`config.mk`:
```
export PLATFORM = sky130hd
export DESIGN_NAME = priority_ready_queue
export DESIGN_NICKNAME = d
export VERILOG_FILES = /design/src/rtl/core/prq_pkg.sv /design/src/rtl/core/prq_ctrl.sv /design/src/rtl/core/prq_datapath.sv /design/src/rtl/core/priority_ready_queue.sv
export SDC_FILE = /design/constraint.sdc
export NUM_CORES = 2
export LEC_CHECK = 0
export BUFFER_PORTS_ARGS = -buffer_cell sky130_fd_sc_hd__buf_2
export CAP_MARGIN = 25
export CORE_MARGIN = 2
export CORE_UTILIZATION = 46
export DETAILED_ROUTE_END_ITERATION = 16
export SLEW_MARGIN = 20
export SYNTH_ARGS = -nofsm -noshare
export SYNTH_HDL_FRONTEND = slang
export SYNTH_SLANG_ARGS = --single-unit
```
`constraint.sdc`:
```
create_clock -name clk -period 7 [get_ports clk]
set_clock_uncertainty 0.05 [all_clocks]
set_input_delay 2.1 -clock clk [delete_from_list [all_inputs] [get_ports clk]]
set_output_delay 2.1 -clock clk [all_outputs]
set_load 0.01 [all_outputs]
```
`src/rtl/core/prq_pkg.sv`:
```
`default_nettype none
package prq_pkg;

  localparam int PRQ_DEPTH = 64;
  localparam int PID_W     = 6;
  localparam int PRIO_W    = 3;
  localparam int OP_W      = 2;
  localparam int ST_W      = 2;

  typedef enum logic [OP_W-1:0] {
    OP_ENQUEUE = 2'd0,
    OP_DEQUEUE = 2'd1,
    OP_REMOVE  = 2'd2
  } op_t;

  typedef enum logic [ST_W-1:0] {
    ST_OK        = 2'd0,
    ST_EMPTY     = 2'd1,
    ST_FULL      = 2'd2,
    ST_NOT_FOUND = 2'd3
  } status_t;

  typedef enum logic {
    S_IDLE = 1'b0,
    S_EXEC = 1'b1
  } state_t;

  typedef struct packed {
    logic load;
    logic exec;
  } cmd_t;

endpackage
`default_nettype wire

```
`src/rtl/core/prq_ctrl.sv`:
```
`default_nettype none
module prq_ctrl
  import prq_pkg::*;
(
  input  wire logic clk,
  input  wire logic rst,
  input  wire logic in_valid,
  output logic      in_ready,
  output logic      out_valid,
  input  wire logic out_ready,
  output cmd_t      cmd
);

  state_t state, state_next;
  logic   out_valid_next;

  always_ff @(posedge clk) begin
    if (rst) begin
      state     <= S_IDLE;
      out_valid <= 1'b0;
    end else begin
      state     <= state_next;
      out_valid <= out_valid_next;
    end
  end

  always_comb begin
    state_next = state;
    unique case (state)
      S_IDLE: begin
        if (in_valid) begin
          state_next = S_EXEC;
        end
      end
      S_EXEC: begin
        if (!out_valid || out_ready) begin
          state_next = S_IDLE;
        end
      end
      default: state_next = S_IDLE;
    endcase
  end

  always_comb begin
    in_ready = 1'b0;
    cmd      = '0;
    unique case (state)
      S_IDLE: begin
        in_ready = 1'b1;
        cmd.load = in_valid;
      end
      S_EXEC: begin
        cmd.exec = !out_valid || out_ready;
      end
      default: ;
    endcase
    if (cmd.exec) begin
      out_valid_next = 1'b1;
    end else if (out_ready) begin
      out_valid_next = 1'b0;
    end else begin
      out_valid_next = out_valid;
    end
  end

endmodule
`default_nettype wire

```
`src/rtl/core/prq_datapath.sv`:
```
`default_nettype none
module prq_datapath
  import prq_pkg::*;
#(
  parameter int QUEUE_DEPTH = PRQ_DEPTH
) (
  input  wire logic              clk,
  input  wire logic              rst,
  input  wire cmd_t              cmd,
  input  wire logic [OP_W-1:0]   op,
  input  wire logic [PID_W-1:0]  entry_pid,
  input  wire logic [PRIO_W-1:0] entry_priority,
  input  wire logic              rotate,
  output logic      [PID_W-1:0]  out_pid,
  output logic      [ST_W-1:0]   status
);

  localparam int CNT_W = $clog2(QUEUE_DEPTH + 1);

  logic [OP_W-1:0]   req_op;
  logic [PID_W-1:0]  req_pid;
  logic [PRIO_W-1:0] req_prio;
  logic              req_rot;

  logic [PID_W-1:0]  slot_pid      [QUEUE_DEPTH];
  logic [PRIO_W-1:0] slot_priority [QUEUE_DEPTH];
  logic [CNT_W-1:0]  occupancy, occupancy_next;

  logic [PID_W-1:0]  up_pid  [QUEUE_DEPTH];
  logic [PRIO_W-1:0] up_prio [QUEUE_DEPTH];
  logic [PID_W-1:0]  dn_pid  [QUEUE_DEPTH];
  logic [PRIO_W-1:0] dn_prio [QUEUE_DEPTH];

  logic [QUEUE_DEPTH-1:0] cell_valid, gt_vec, gt_prev, match_vec, tail_vec;
  logic [QUEUE_DEPTH-1:0] seen_vec, shl_vec;
  logic                   full, empty, found, rot_sel, do_ins;
  logic [PID_W-1:0]       res_pid;
  status_t                res_status;

  always_ff @(posedge clk) begin
    if (cmd.load) begin
      req_op   <= op;
      req_pid  <= entry_pid;
      req_prio <= entry_priority;
      req_rot  <= rotate;
    end
  end

  always_comb begin
    for (int i = 0; i < QUEUE_DEPTH; i++) begin
      cell_valid[i] = CNT_W'(i) < occupancy;
      gt_vec[i]     = cell_valid[i] && (slot_priority[i] > req_prio);
      match_vec[i]  = cell_valid[i] && (slot_pid[i] == req_pid);
      tail_vec[i]   = CNT_W'(i) == occupancy;
    end
    gt_prev = {gt_vec[QUEUE_DEPTH-2:0], 1'b0};
  end

  always_comb begin
    seen_vec = match_vec;
    for (int s = 1; s < QUEUE_DEPTH; s = s * 2) begin
      seen_vec = seen_vec | (seen_vec << s);
    end
  end

  always_comb begin
    up_pid[0]  = req_pid;
    up_prio[0] = req_prio;
    for (int i = 1; i < QUEUE_DEPTH; i++) begin
      up_pid[i]  = slot_pid[i-1];
      up_prio[i] = slot_priority[i-1];
    end
    for (int i = 0; i < QUEUE_DEPTH - 1; i++) begin
      dn_pid[i]  = slot_pid[i+1];
      dn_prio[i] = slot_priority[i+1];
    end
    dn_pid[QUEUE_DEPTH-1]  = slot_pid[QUEUE_DEPTH-1];
    dn_prio[QUEUE_DEPTH-1] = slot_priority[QUEUE_DEPTH-1];
  end

  always_comb begin
    full           = occupancy == CNT_W'(QUEUE_DEPTH);
    empty          = occupancy == '0;
    found          = seen_vec[QUEUE_DEPTH-1];
    rot_sel        = req_rot && (occupancy >= CNT_W'(2))
                     && (slot_priority[1] == slot_priority[0]);
    do_ins         = 1'b0;
    shl_vec        = '0;
    occupancy_next = occupancy;
    res_pid        = '0;
    res_status     = ST_OK;
    unique case (req_op)
      OP_ENQUEUE: begin
        if (full) begin
          res_status = ST_FULL;
        end else begin
          do_ins         = 1'b1;
          occupancy_next = occupancy + CNT_W'(1);
        end
      end
      OP_DEQUEUE: begin
        if (empty) begin
          res_status = ST_EMPTY;
        end else begin
          shl_vec        = rot_sel ? {{(QUEUE_DEPTH-1){1'b1}}, 1'b0} : '1;
          res_pid        = rot_sel ? slot_pid[1] : slot_pid[0];
          occupancy_next = occupancy - CNT_W'(1);
        end
      end
      OP_REMOVE: begin
        if (!found) begin
          res_status = ST_NOT_FOUND;
        end else begin
          shl_vec        = seen_vec;
          occupancy_next = occupancy - CNT_W'(1);
        end
      end
      default: ;
    endcase
  end

  always_ff @(posedge clk) begin
    if (cmd.exec) begin
      for (int i = 0; i < QUEUE_DEPTH; i++) begin
        if (do_ins && (gt_vec[i] || tail_vec[i])) begin
          slot_pid[i]      <= gt_prev[i] ? up_pid[i] : req_pid;
          slot_priority[i] <= gt_prev[i] ? up_prio[i] : req_prio;
        end else if (shl_vec[i]) begin
          slot_pid[i]      <= dn_pid[i];
          slot_priority[i] <= dn_prio[i];
        end
      end
      out_pid <= res_pid;
      status  <= res_status;
    end
  end

  always_ff @(posedge clk) begin
    if (rst) begin
      occupancy <= '0;
    end else if (cmd.exec) begin
      occupancy <= occupancy_next;
    end
  end

endmodule
`default_nettype wire

```
`src/rtl/core/priority_ready_queue.sv`:
```
// Ready queue for a scheduler, held sorted by priority (a lower number is
// more urgent), with equal priorities kept in arrival order.
// The request channel (in_valid, in_ready) carries op, entry_pid,
// entry_priority and rotate; the result channel (out_valid, out_ready)
// carries out_pid and status. Every request gives exactly one result.
// Each entry sits in a cell of its own, and all cells compare against the
// request in parallel, so an insert, pop or remove moves the whole row by
// at most one place, all cells at once.
// A request is registered in the cycle of its transfer and executed once the
// output register is free, and its result is then registered there. The block
// takes a new request only after the load and execute steps of the controller
// are done with the last one, and holds one request at a time.
// While the receiver stalls, the result stays in the output register and one
// further request may be taken; it waits until the output register frees.
// Reset empties the queue and drops any pending result.
`default_nettype none
module priority_ready_queue
  import prq_pkg::*;
#(
  parameter int QUEUE_DEPTH = PRQ_DEPTH
) (
  input  wire logic              clk,
  input  wire logic              rst,
  input  wire logic              in_valid,
  output logic                   in_ready,
  input  wire logic [OP_W-1:0]   op,
  input  wire logic [PID_W-1:0]  entry_pid,
  input  wire logic [PRIO_W-1:0] entry_priority,
  input  wire logic              rotate,
  output logic                   out_valid,
  input  wire logic              out_ready,
  output logic      [PID_W-1:0]  out_pid,
  output logic      [ST_W-1:0]   status
);

  cmd_t cmd;

  prq_ctrl u_ctrl (
    .clk       (clk),
    .rst       (rst),
    .in_valid  (in_valid),
    .in_ready  (in_ready),
    .out_valid (out_valid),
    .out_ready (out_ready),
    .cmd       (cmd)
  );

  prq_datapath #(
    .QUEUE_DEPTH (QUEUE_DEPTH)
  ) u_datapath (
    .clk            (clk),
    .rst            (rst),
    .cmd            (cmd),
    .op             (op),
    .entry_pid      (entry_pid),
    .entry_priority (entry_priority),
    .rotate         (rotate),
    .out_pid        (out_pid),
    .status         (status)
  );

endmodule
`default_nettype wire

```
# After elaboration in Yosys (flattened, before gate mapping)
# Memory sizes are Yosys's and may differ from the RTL's.
# Cells that the tools add are included.
# classes
n_addsub	2
order_cmp	129
n_eq_ne	134
mux	725
bitwise	136
reduce_logical	266
# op_table
op	count
2-to-1 mux 6 bit	128
2-to-1 mux 1 bit	459
== test 6 bit	64
bitwise OR 64 bit	6
2-to-1 mux 3 bit	127
== test 6 x 7 -> 1 bit, first input constant	32
< comparator 6 x 7 -> 1 bit, first input constant	32
logical AND 1 bit	194
greater-than comparator 3 bit	64
2-to-1 mux 64 bit	2
bitwise OR 1 bit	128
one-hot mux 64 bit (2 select lines)	1
== test 5 x 7 -> 1 bit, first input constant	16
< comparator 5 x 7 -> 1 bit, first input constant	16
logical OR 1 bit	65
== test 4 x 7 -> 1 bit, first input constant	8
< comparator 4 x 7 -> 1 bit, first input constant	8
== test 3 x 7 -> 1 bit, first input constant	4
< comparator 3 x 7 -> 1 bit, first input constant	4
2-to-1 mux 7 bit	3
one-hot mux 7 bit (3 select lines)	1
== test 2 x 7 -> 1 bit, first input constant	2
< comparator 1 x 7 -> 1 bit, first input constant	2
< comparator 2 x 7 -> 1 bit, first input constant	2
other kinds (21)	24
# totals
regBits	29
ram_bits	576
out_inout_bits	10
word_cells	1403
mem_count	2
# memory_table
name	words	width	rd	rd_clocked_by_memory_dff	write_ports	line_no	rtl
u_datapath.slot_pid	64	6	64	0	64	prq_datapath.sv:25	logic [PID_W-1:0] slot_pid [QUEUE_DEPTH];
u_datapath.slot_priority	64	3	64	0	64	prq_datapath.sv:26	logic [PRIO_W-1:0] slot_priority [QUEUE_DEPTH];

# Longest topological paths before layout
# An unclocked memory read counts as a cell.
# depth
depth_word	16
mapped_depth	17
mapped_depth_nobuf	11

# Cells and area by module
# From an unflattened synthesis, not the netlist that was laid out.
# unflattened
hier_cells	3971
area_unflattened_um2	43461.7
# by_module_without_submodules
mod	n_inst	cells_each	area_per_inst_um2
prq_datapath	1	3961	43366.6
prq_ctrl	1	10	95.1

# Least setup slack after synthesis
# Ideal clock, no wire load.
# synth_timing
kind	register -> register
from	reg u_datapath.req_prio[1]
to	mem u_datapath.slot_pid[5][0], in the netlist u_datapath.slot_pid[0][30] (enable)
arrival_time_ns	5.148
t_required_ns	6.619
slack_ns	1.471
path_stages_with_launch	14
path_cell_list	edfxtp_1 -> clkbuf_1 -> inv_1 -> clkbuf_1 -> clkbuf_1 -> ha_1 -> nor2b_1 -> o21a_1 -> o211a_1 -> buf_1 -> a31o_2 -> a211oi_1 -> clkbuf_1 -> a21o_1
# synth_rtl
item	line_no	rtl
start: declaration	prq_datapath.sv:22	logic [PRIO_W-1:0] req_prio;
start signal: assignment	prq_datapath.sv:44	req_prio <= entry_priority;
end: declaration	prq_datapath.sv:25	

==> summary.md <==
| Metric | Value |
|---|---|
| Share of cells above drive strength 1 | `between 20% and 30%` |
| Worst hold path type | `reg -> reg` |
| Finished Layout Cells | `5267` |
| Filler Cell Count | `8558` |
| Row count | `roughly 110` |
| Area fraction of the dominant cell type after synthesis | `around two fifths` |
| Clock latency on the worst-skew pair | `0.65 ns` |
| Max IR drop VDD | `0.178 mV` |
| Hold_ws | `0.541 ns` |
| Most used DFF post-synth | `edfxtp_1` |
| Iter 0 DRT Violations | `3083` |
| Rel. slew slack | `22.5%` |
| Post-Syn Area | `44100 um2` |
| Critical path startpoint | `u_datapath.occupancy[1]` |
| Syn Inst Count | `3969` |
| Setup-failing EPs final | `0` |
| Sw power | `2.59 mW` |
| Worst Path Max Fanout | `28` |
| RR Startpoint | `u_datapath.occupancy[1]` |
| Final core utilization | `51.2%` |
| Via/cell ratio | `~6` |
| Worst Tran Pin Value | `1.15 ns` |
| Adder-cell share of the synthesized area | `5.73%` |
| Root Buffer | `clkbuf_16` |
| Commonest cells in the netlist | `edfxtp_1 (596), mux2_2 (560), o21ai_0 (297), mux2i_1 (257), nand2_1 (257)` |
| Hold Startpoint | `u_datapath.slot_priority[1][94]` |
| Die Y | `314 um` |
| Seq/Total Area, Yosys | `approximately two fifths` |
| Post-synthesis xor/xnor area fraction | `7.72%` |
| Maxcap violations | `0` |
| All-Layer GR Usage | `26.6%` |
| Fmax achieved | `160 MHz` |
| Area of the core | `95000 um2` |
| PwrDens | `about 200 nW/um2` |
| Clock Power Share | `40.9%` |
| Synth area leader | `edfxtp_1` |
| Placed Instances | `5119` |
| Switch share | `between 20% and 30%` |
| DRT Pass-1 Iters | `7` |
| Fraction of registers with async set/reset | `0%` |
| DR WL/cell | `25.3 um` |
| Area delta synth->final | `10.2%` |
| Final hold violation count | `0` |
| CTS Hold Bufs | `0` |
| Clock sinks | `about 600` |
| Worst path arrival time | `6.61 ns` |
| Multi-input logic area | `24600 um2` |
| Synth Warn # | `0` |
| Total number of vias | `32600` |
| Tmin final | `around 6.3 ns` |
| Final Instance Area | `48600 um2` |
| Setup crit end kind | `flip-flop` |
| EDFF count, synth | `around 600` |
| Routed WL | `133000 um` |
| Htree depth | `3` |
| Logic pwr share | `15.9%` |
| Reg clk slew, reported paths | `0.06 ns` |
| Lkg Pwr | `16.7 nW` |
| GR Overflow Total | `0` |
| Period utilisation layout | `89.5%` |
| Vias in the first global route | `approximately 32000` |
| Slew Viols, Final | `0` |
| Initial Utilization | `46.4%` |
| P_int | `approximately 7 mW` |
| Top-level port count | `26` |
| Post-Synth Simple-Gate Area | `approximately 8.5%` |
| Main combinational cell family by area after synthesis | `multiplexers` |
| RSZ-0062 raised after global routing | `false` |
| Post-DP Area | `46100 um2` |
| CTS buffer count | `74` |
| Chip Width | `314 um` |
| DRT antenna net count | `0` |
| Post-DP HPWL | `between 90000 and 100000 um` |
| Initial antenna violation count | `3` |
| Syn Area/Cell | `11.1 um2` |
| Count of cell types in the netlist | `87` |
| GP Congestion | `0.917` |
| First-pass GRT wire length | `203000 um` |
| Clock Path Buffers | `3` |
| CP required | `about 7.4 ns` |
| Largest net degree at the start of global routing | `81` |
| Seq pwr share | `43.3%` |
| # port buffers | `25` |
| Register area | `approximately 18000 um2` |
| Die area | `98400 um2` |
| Outcome | `complete, no violations` |
| CTS tree | `yes` |
| Multiplexer share of the synthesized area | `22.0%` |
| Post-CTS Setup Inserts | `0` |
| Flops & latches, synth | `about 610` |
| Largest cells by area after synthesis | `edfxtp_1 (41%), mux2_2 (14%), mux2i_1 (5.8%)` |
| Nets | `4163` |
| Post-route setup TNS | `0 ns` |
| Complex-gate fraction of the synthesized area | `11.0%` |
| DRC Markers | `0` |
| Resize count post-CTS | `0` |
| CP startpoint kind | `flip-flop` |
| Top-count cell post-synth | `edfxtp_1` |
| Syn Nets | `4187` |
| Setup CP Type | `reg -> reg` |
layout make-up:
class	count	area share (%)
Tap cell	1265	3.26
Inverter	129	1.01
Sequential cell	605	37.2
Timing Repair Buffer	179	3.06
Antenna cell	1	0.00515
Clock inverter	40	0.926
Multi-Input combinational cell	2956	50.6
Clock buffer	92	3.95
power groups by stage:
stage	sequential [mW]	combinational, mW	clock [mW]
finish	4.14	1.52	3.91
global route	4.15	1.64	4.09
CTS	4.14	1.49	3.97
detailed placement	4.22	1.48	0
global placement	4.22	1.45	0
floorplan	4.18	1.07	0
per-stage QoR:
| stage | worst slack (ns) | power, mW |
|---|---|---|
| detailed placement | 0.816 | 5.70 |
| global route | 0.610 | 9.87 |
| finish | 0.737 | 9.58 |
| global placement | 0.905 | 5.67 |
| floorplan | 1.47 | 5.25 |
| CTS | 0.819 | 9.60 |
sequential cells by signal (all words and copies together) (netlist names):
register and flops:
u_datapath.slot_pid 384, u_datapath.slot_priority 192, u_datapath.occupancy 7, u_datapath.out_pid 6, u_datapath.req_pid 6, u_datapath.req_prio 3, u_datapath.req_op 2, u_datapath.status 2
u_ctrl.out_valid 1, u_ctrl.state 1, u_datapath.req_rot 1
critical path: stages, from the launching register on:
cell and delay (ns):
dfxtp_1 0.64, o21ai_0 1.03, o211ai_1 0.29, and4_1 0.27, nand3b_1 0.37, nor4_1 1.02, nand4_4 0.51, o31ai_4 0.59
buf_4 0.23, buf_4 0.30, or3_1 0.35, o21ai_0 0.14, buf_4 0.20
kinds of logic (layout without fill, tap and decap cells):
family / after synthesis / in the layout
AND/OR/NAND/NOR: 714 / 714
buffers and inverters: 408 / 440
adder cells (fa/ha/maj): 202 / 202
multiplexers: 888 / 888
AO/OA/AOI/OAI: 763 / 763
XOR/XNOR: 389 / 389
other: 0 / 1
flip-flops: 605 / 605
placed cells by master, fill, tap and decap left out, drive strengths merged, types with 10 or more instances in the layout:
cell type  count
a21o          66
clkbuf        97
a311oi        33
nor3          41
a31oi         57
inv          132
nor2          91
clkinv        28
o31ai         21
a221oi        18
ha           202
nor4          73
or4           27
xor2         184
o21ai        309
nand3         35
buf          174
mux2         631
and3          33
edfxtp       596
o21bai        21
nand2        257
a211oi        16
a21oi        135
nor2b         33
or3           15
and4          10
mux2i        257
nand4         59
xnor2        205
or2           11
o21a          35
layer usage:
metal  global-route usage [%]  vias to the layer above  wire length, um
li1                         -                    14900                -
met1                     36.6                    16300            58800
met2                     42.7                     1170            61700
met3                     3.52                      273             7810
met4                     9.85                        4             4910
met5                        0                        -               30
path summary, 6_finish.rpt:
check / slack, ns / to / cells past startpoint
setup / recovery: 0.74 / u_datapath.slot_pid[1][6] / 12
hold / removal: 0.54 / u_datapath.slot_priority[1][91] / 1
setup reg to reg: 0.74 / u_datapath.slot_pid[1][6] / 12
hold reg to reg: 0.54 / u_datapath.slot_priority[1][91] / 1
Note: power is estimated with default switching activity, not from simulation.
